### config.mk
export PLATFORM = sky130hd
export DESIGN_NAME = btp_rule
export DESIGN_NICKNAME = d
export VERILOG_FILES = /design/src/rtl/core/btp_pkg.sv /design/src/rtl/core/btp_rule.sv
export SDC_FILE = /design/constraint.sdc
export NUM_CORES = 1
export LEC_CHECK = 0
export ABC_AREA = 1
export CAP_MARGIN = 20
export CORE_AREA = 8 8 45 47
export DETAILED_ROUTE_END_ITERATION = 8
export DIE_AREA = 0 0 53 55
export DONT_BUFFER_PORTS = 1
export GPL_ROUTABILITY_DRIVEN = 0
export PLACE_DENSITY = 0.85
export SLEW_MARGIN = 20
export SYNTH_ARGS = -nofsm -noshare
export SYNTH_HDL_FRONTEND = slang
export SYNTH_SLANG_ARGS = --single-unit
### constraint.sdc
create_clock -name vclk -period 5.5
set_clock_uncertainty 0.15 [all_clocks]
set_input_delay 0.825 -clock vclk [all_inputs]
set_output_delay 0.825 -clock vclk [all_outputs]
set_load 0.02 [all_outputs]
### src/rtl/core/btp_pkg.sv
// Shared types and constants for the binary thinning pass unit.
// Depends on nothing; imported by the row cells, the rule logic and the top level.

package btp_pkg;

   // Configuration port
   localparam int CSR_DATA_W = 11;
   typedef logic [2:0] csr_index_type;

   localparam csr_index_type CSR_ALGORITHM    = 3'd0;
   localparam csr_index_type CSR_SUBITERATION = 3'd1;
   localparam csr_index_type CSR_WIDTH        = 3'd2;
   localparam csr_index_type CSR_HEIGHT       = 3'd3;

   // Rule selection
   localparam logic ALG_ZHANG_SUEN = 1'b0;
   localparam logic ALG_GUO_HALL   = 1'b1;

   // 8-neighbourhood, clockwise from north
   typedef logic [7:0] nbr_type;

   localparam int NB_N  = 0;
   localparam int NB_NE = 1;
   localparam int NB_E  = 2;
   localparam int NB_SE = 3;
   localparam int NB_S  = 4;
   localparam int NB_SW = 5;
   localparam int NB_W  = 6;
   localparam int NB_NW = 7;

   // Taps of one window row: 0 is the newest pixel of that row
   typedef logic [2:0] row_taps_type;

endpackage

### src/rtl/core/btp_rule.sv
// Deletion test for the window centre: Zhang-Suen or Guo-Hall, either
// sub-iteration. Depends on btp_pkg.

module btp_rule (
   input  btp_pkg::nbr_type nbr,
   input  logic             algorithm,
   input  logic             subiteration,
   output logic             mark
);

   import btp_pkg::*;

   logic [3:0] zs_trans;
   logic [3:0] zs_count;
   logic       zs_m1;
   logic       zs_m2;
   logic       zs_mark;
   logic       p2, p3, p4, p5, p6, p7, p8, p9;
   logic [2:0] gh_c;
   logic [2:0] gh_n1;
   logic [2:0] gh_n2;
   logic [2:0] gh_nmin;
   logic       gh_m;
   logic       gh_mark;

   // Zhang-Suen: one 0->1 transition round the ring, 2..6 neighbours set
   always_comb begin
      zs_trans = '0;
      zs_count = '0;
      for (int k = 0; k < 8; k++) begin
         zs_trans = zs_trans + 4'((!nbr[k]) && nbr[(k + 1) % 8]);
         zs_count = zs_count + 4'(nbr[k]);
      end
      if (subiteration == 1'b0) begin
         zs_m1 = nbr[NB_N] & nbr[NB_E] & nbr[NB_S];
         zs_m2 = nbr[NB_E] & nbr[NB_S] & nbr[NB_W];
      end else begin
         zs_m1 = nbr[NB_N] & nbr[NB_E] & nbr[NB_W];
         zs_m2 = nbr[NB_N] & nbr[NB_S] & nbr[NB_W];
      end
      zs_mark = (zs_trans == 4'd1) && (zs_count >= 4'd2) && (zs_count <= 4'd6)
                && !zs_m1 && !zs_m2;
   end

   // Guo-Hall: connectivity number, pair counts and the directional term
   always_comb begin
      p2 = nbr[NB_N];
      p3 = nbr[NB_NE];
      p4 = nbr[NB_E];
      p5 = nbr[NB_SE];
      p6 = nbr[NB_S];
      p7 = nbr[NB_SW];
      p8 = nbr[NB_W];
      p9 = nbr[NB_NW];
      gh_c  = 3'(!p2 & (p3 | p4)) + 3'(!p4 & (p5 | p6))
            + 3'(!p6 & (p7 | p8)) + 3'(!p8 & (p9 | p2));
      gh_n1 = 3'(p9 | p2) + 3'(p3 | p4) + 3'(p5 | p6) + 3'(p7 | p8);
      gh_n2 = 3'(p2 | p3) + 3'(p4 | p5) + 3'(p6 | p7) + 3'(p8 | p9);
      gh_nmin = (gh_n1 < gh_n2) ? gh_n1 : gh_n2;
      if (subiteration == 1'b0) begin
         gh_m = (p6 | p7 | !p9) & p8;
      end else begin
         gh_m = (p2 | p3 | !p5) & p4;
      end
      gh_mark = (gh_c == 3'd1) && (gh_nmin >= 3'd2) && (gh_nmin <= 3'd3) && !gh_m;
   end

   assign mark = (algorithm == ALG_GUO_HALL) ? gh_mark : zs_mark;

endmodule

==> flow_results.org, run 1 <==
** Logic synthesis
- Post-synthesis cell type count :: 15
- Of the synthesized area, sequential elements account for 0.
- Largest cells by area after synthesis :: ha_1 (28%), fa_1 (25%), nand2_1 (15%)
- Summed over all instances, the cell type with the most area after synthesis is ha_1.
- For this run, the number of Yosys warnings is 0.
- Synthesis produced 121 cells.
- The number of nets handed over by synthesis was 159.
- Synthesized area :: 811 sq um
- Average size of a mapped cell :: 6.70 sq um
- Of the post-synthesis cell area, the dominant cell type holds 0.278.

** Power
- Maximum resistive drop on vdd :: 0.0000788 V
- Dividing total power by cell area gives a power density of 148 nW/um^2.
- Leakage power total :: 0.489 nW

** Finish
- 0 antenna diodes ended up in the layout.
- The layout has 0 clock buffers.
- Proportion of layout cells with a drive suffix above 1 :: 0.0413
- The area growth from synthesis to layout is 2.47%.
- FF/Latch Area :: 0 sq um
- Fill cells in the final layout number 121.
- The design has 0 sequential cells.
- The finished cells cover 831 sq um.
- Final std cells w/o fill :: 137
- After the last flow step, the layout net total stands at 161.

** Placement
- Cells after DPL :: 137
- Post-DP HPWL :: 1.51 mm
- Timing analysis after detailed placement gives a worst setup slack of 0.630 ns.
- Buffers on Ports :: 0
- The placed instances occupy a cell area of 831 sq um.

** Routing
- For this run, design rule violations remaining after detail routing come to 0.
- Post-route ant nets :: 0
- The first routing iteration left 19 violations.
- After detailed routing, the average wire length per cell comes to 11.9 um.
- For this run, the detailed router's first-pass iteration total came to 4.
- Final routed wirelength across all metal layers :: 1.63 mm
- Detailed routing inserted a total of 704 vias.
- In the routed layout, each cell is associated on average with a via count of 5.14.

** Setup path
- Peak per-stage delay on the critical path :: 0.56 ns
- STA puts the critical path data required time at 4.53 ns.
- Among all stages on the critical path, the largest delay is contributed by fa_1.
- Critical Path Fanout Max :: 5
- In this design, the critical path's most frequently occurring cell is nand2_1.
- Category of the most critical setup path :: in2out
- The worst setup path is captured at an output pin.
- Traced cell by cell, the critical path runs through inv_1 -> nand2_1 -> o21a_1 -> ha_1 -> fa_1 -> fa_1 -> ha_1 -> inv_1 -> fa_1 -> nand2_1 -> nor2_1 -> nand3_1 -> nor2_1 -> nand2_1 -> nand2_1.
- Arrival time of data at the critical path endpoint :: 3.90 ns
- Startpoint types :: input pin

** Floorplanning
- Measured along the x axis, the die boundary spans 53 um.
- I/O pin total :: 11
- Number of cell rows :: 14
- The die is 55 um tall.
- The region available for standard cell placement spans 1380 sq um.
- Die area :: 2920 sq um
- Starting density of the core :: 0.586

** STA
- After layout, the worst setup slack is 0.624 ns.
- After layout, the minimum clock period comes to 4.88 ns.
- At the pin with the least slew margin, the transition time is 0.247 ns.
- Setup repair after global routing left no endpoint under its margin.
- Slew Viols, Final :: 0
- Setup violations remaining at the end of the flow were counted as 0.
- Final Hold Viols :: 0
- Share of the clock period used by the worst path after layout :: 0.887
- Relative max-transition margin :: 0.835
- Final total negative setup slack :: 0 ns
- Minimum hold slack :: 1.84 ns
- For this run, the top clock speed supported by timing is 205 MHz.

** Clock network
- Buffers inserted by post-CTS timing repair :: 0
- Post-cts gate resize count :: 0
- Hold repair after CTS inserted 0 buffers.

** GRT
- For this run, the total global-route usage over all layers was measured as 0.125.
- Wire length of the first global-routing pass :: 2.94 mm
- Initial antenna violation count :: 0
- The via count of the first global-routing pass is 716.
- After global routing the overflow that remains totals 0.
- Entering global routing, the biggest net connects 8 pins.

** Worst hold path
- The worst hold path belongs to the class in2out.

** Flow run
- Across the run, the number of max-cap violations was 0.

** Status
- The run finished with clean final reports.
worst paths after layout:
kind / start / end / slack, ns / cells past startpoint
hold / removal: algorithm / mark / 1.84 / 5
setup / recovery: nbr[1] / mark / 0.62 / 15
worst max-delay path, delay by kind of cell:
kind	cells	cell delay, ns
adder cells (fa/ha/maj)	5	2.05
AND/OR/NAND/NOR	7	0.69
buffers and inverters	2	0.19
AO/OA/AOI/OAI	1	0.14
cells in the final DEF, fill, tap and decap left out:
| master | instances |
|---|---|
| a21oi_1 | 2 |
| a31o_2 | 1 |
| fa_1 | 10 |
| ha_1 | 18 |
| inv_1 | 25 |
| inv_2 | 4 |
| nand2_1 | 32 |
| nand3_1 | 9 |
| nand3b_1 | 1 |
| nor2_1 | 13 |
| nor3_1 | 1 |
| o21a_1 | 1 |
| o21ai_0 | 1 |
| o21ai_1 | 2 |
| xor2_1 | 1 |
where the power goes:
part	switching, W	total, W	leakage (nW)	internal [W]
sequential	0	0	0	0
combinational	0.0000722	0.000123	0.489	0.0000504
clock	0	0	0	0
Yosys cell counts:
| cell | count |
|---|---|
| ha_1 | 18 |
| xor2_1 | 1 |
| o21ai_1 | 2 |
| nor3_1 | 1 |
| nand3_1 | 9 |
| a31o_2 | 1 |
| o21ai_0 | 1 |
| fa_1 | 10 |
| inv_1 | 25 |
| nand3b_1 | 1 |
| a21oi_1 | 2 |
| inv_2 | 4 |
| nor2_1 | 13 |
| o21a_1 | 1 |
| nand2_1 | 32 |
cell families after synthesis:
| logic type | count (synthesis) | synth area share |
|---|---|---|
| and+or+nand+nor | 56 | 0.279 |
| buffers and inverters | 29 | 0.134 |
| adders and majority gates | 28 | 0.525 |
| AOI/OAI and AO/OA | 7 | 0.0509 |
| xor gates and xnor gates | 1 | 0.0108 |
metrics by stage:
step | power, W | utilization
after floorplan | 0.0000995 | -
after global placement | 0.000115 | 0.600
after detailed placement | 0.000124 | 0.600
after CTS | 0.000124 | 0.600
after global routing | 0.000146 | 0.600
final | 0.000123 | 0.600
area by class of cell:
class / instances / area (sq um) / share of cell area
multi-input cells: 92 / 702 / 0.845
inverters: 29 / 109 / 0.131
well taps: 16 / 20.0 / 0.0241
layer usage:
metal	GRT usage	part of all wire	routed length, um
met5	0	0	0
met4	0.0259	0	0
met3	0.0160	0.054	88
met2	0.252	0.55	897
met1	0.135	0.40	646
No activity file was read; power rests on OpenSTA's default activity.
==> run 2, diff against run 1 <==
Clock period 5.5 ns to 5.6 ns, I/O delays scaled along.
==> flow_results.org, run 2 (same netlist as run 1, synthesis figures left out) <==
** Status
- The flow ran to the end, and the final reports show no timing, DRC or antenna violations.

** GRT
- Via count of the first global-routing pass :: 702
- The first global-routing pass estimated 2.73 mm of wire.
- Largest net degree at the start of global routing :: 8
- GR Util met3 :: 0.0107
- Global routing finished with a remaining overflow of 0.
- GR Layer Usage met2 :: 0.254
- For met1 alone, demand over resource in global routing was 0.121.
- The number of antenna violations at the first check in global routing is 0.
- After global routing, the most crowded layer is met2.
- Across every metal layer, demand over resource in global routing totals 0.117.

** Power
- Of the total power, combinational logic draws 1.000.
- The share of total power dissipated in the clock network is 0.
- Of the total power, registers draw 0.
- Pwr Density :: 142 nW/um^2
- The internal power of the cells totals 0.0000492 W.
- Leakage power total :: 0.489 nW
- Overall power consumption after layout is estimated at 0.000118 W.
- Fraction of power spent switching nets :: 0.583
- The worst-case IR drop observed on VDD is 0.0000788 V.
- In this run the power spent charging and discharging nets is 0.0000687 W.

** Placement
- Buffers on Ports :: 0
- Total cell area at the placement stage :: 831 sq um
- OpenSTA, run right after detailed placement, puts the worst setup slack at 0.723 ns.
- After legalization and detailed placement, the total HPWL measured 1.47 mm.

** STA
- Unrepaired setup endpoints after global routing :: false
- The smallest clock period supported by the final layout is computed as 4.87 ns.
- Of the available clock period, the critical path in the final layout requires 0.870.
- Minimum hold slack :: 1.85 ns
- Final total negative setup slack :: 0 ns
- Relative max-transition margin :: 0.832
- The max-slew violation count came to 0.
- Final Hold Viols :: 0
- Highest Clock Rate :: 205 MHz
- At the pin with the least slew margin, the transition time is 0.252 ns.
- Final setup fails :: 0
- Across all setup checks in the final design, the least slack found is 0.727 ns.

** Finish
- 0 antenna diodes ended up in the layout.
- Most common library cell in the layout ignoring fill and taps :: nand2_1
- Total number of sequential cells :: 0
- Post-route cell area :: 831 sq um
- Final-layout clock buffer total :: 0
- Of the cells placed in the final design, the portion with a size suffix greater than 1 is 0.0413.
- After the last flow step, the layout net total stands at 161.
- In the layout the commonest cells are nand2_1 (32), inv_1 (25), ha_1 (18).
- Area grow syn2layout :: 2.47%
- In the final layout, flip-flops and latches occupy 0 sq um.

** Floorplanning
- I/O pin total :: 11
- The floorplan step defined a die boundary enclosing 2920 sq um.
- The die is 53 um wide.
- Starting density of the core :: 0.586
- After floorplanning, the core was divided into 14 placement rows.
- The floorplan step set the die height to 55 um.
- Area of the core region :: 1380 sq um

** Setup path
- Data on the critical path is required at its endpoint by 4.61 ns.
- Arrival time of data at the critical path endpoint :: 3.88 ns
- By startpoint and endpoint, the worst setup path is classified as in2out.
- Together, buffers and inverters on the worst path number 2.
- Slowest stage cell, crit path :: fa_1
- Grouping stages by cell kind, the critical path spends the most delay in adder cells.
- Chain of cells forming the critical path :: inv_1 -> nand2_1 -> o21a_1 -> ha_1 -> fa_1 -> fa_1 -> ha_1 -> inv_1 -> fa_1 -> nand2_1 -> nor2_1 -> nand3_1 -> nor2_1 -> nand2_1 -> nand2_1
- The worst setup path is launched from an input pin.
- For this run, the slowest stage of the critical path takes 0.58 ns.
- Critical Path Fanout Max :: 5
- Kind of capture point of the worst setup path :: output pin
- In this design, the critical path's most frequently occurring cell is nand2_1.

** Routing
- Final routed wirelength across all metal layers :: 1.59 mm
- Number of vias after detailed routing :: 735
- The count of nets left with antenna violations once routing finished came out at 0.
- Via/cell ratio :: 5.36
- The first detailed-routing pass ran for 4 iterations.
- Starting DRC count in detailed routing :: 17
- In the final routed layout, each cell accounts on average for 11.6 um.
- # DRC :: 0

** Worst hold path
- Min-Delay Path Class :: in2out

** Clock network
- Post-CTS repair changed the size of 0 cells.
- Buffers added to address setup during post-CTS repair amount to 0.
- Hold buffer count at CTS :: 0

** Flow run
- Maxcap violations :: 0
## run 2: worst paths after layout
| path | end | start | depth (start not counted) |
|---|---|---|---|
| setup / recovery | mark | nbr[1] | 15 |
| hold / removal | mark | algorithm | 5 |
## run 2: per-stage QoR
stage / instances / utilization
finish: 137 / 0.600
global route: 137 / 0.600
CTS: 137 / 0.600
detailed placement: 137 / 0.600
global placement: 137 / 0.600
floorplan: 121 / -
## run 2: layout make-up
class              instances  area (sq um)
fillers                  119           553
inverters                 29           109
multi-input cells         92           702
well taps                 16          20.0
## run 2: worst min-delay path, delay by kind of cell
kind	cells	cell delay, ns
AND/OR/NAND/NOR	5	0.32
## run 2: power groups by stage
stage                     Sequential, W  Clock (W)  Combinational, W
after floorplan                       0          0         0.0000977
after global placement                0          0          0.000113
after detailed placement              0          0          0.000120
after CTS                             0          0          0.000121
after global routing                  0          0          0.000140
final                                 0          0          0.000118
## run 2: metal layers
| layer | up-vias | part of all wire |
|---|---|---|
| met5 | - | 0 |
| met2 | 21 | 0.56 |
| met3 | 0 | 0.051 |
| li1 | 372 | - |
| met1 | 342 | 0.39 |
| met4 | 0 | 0 |
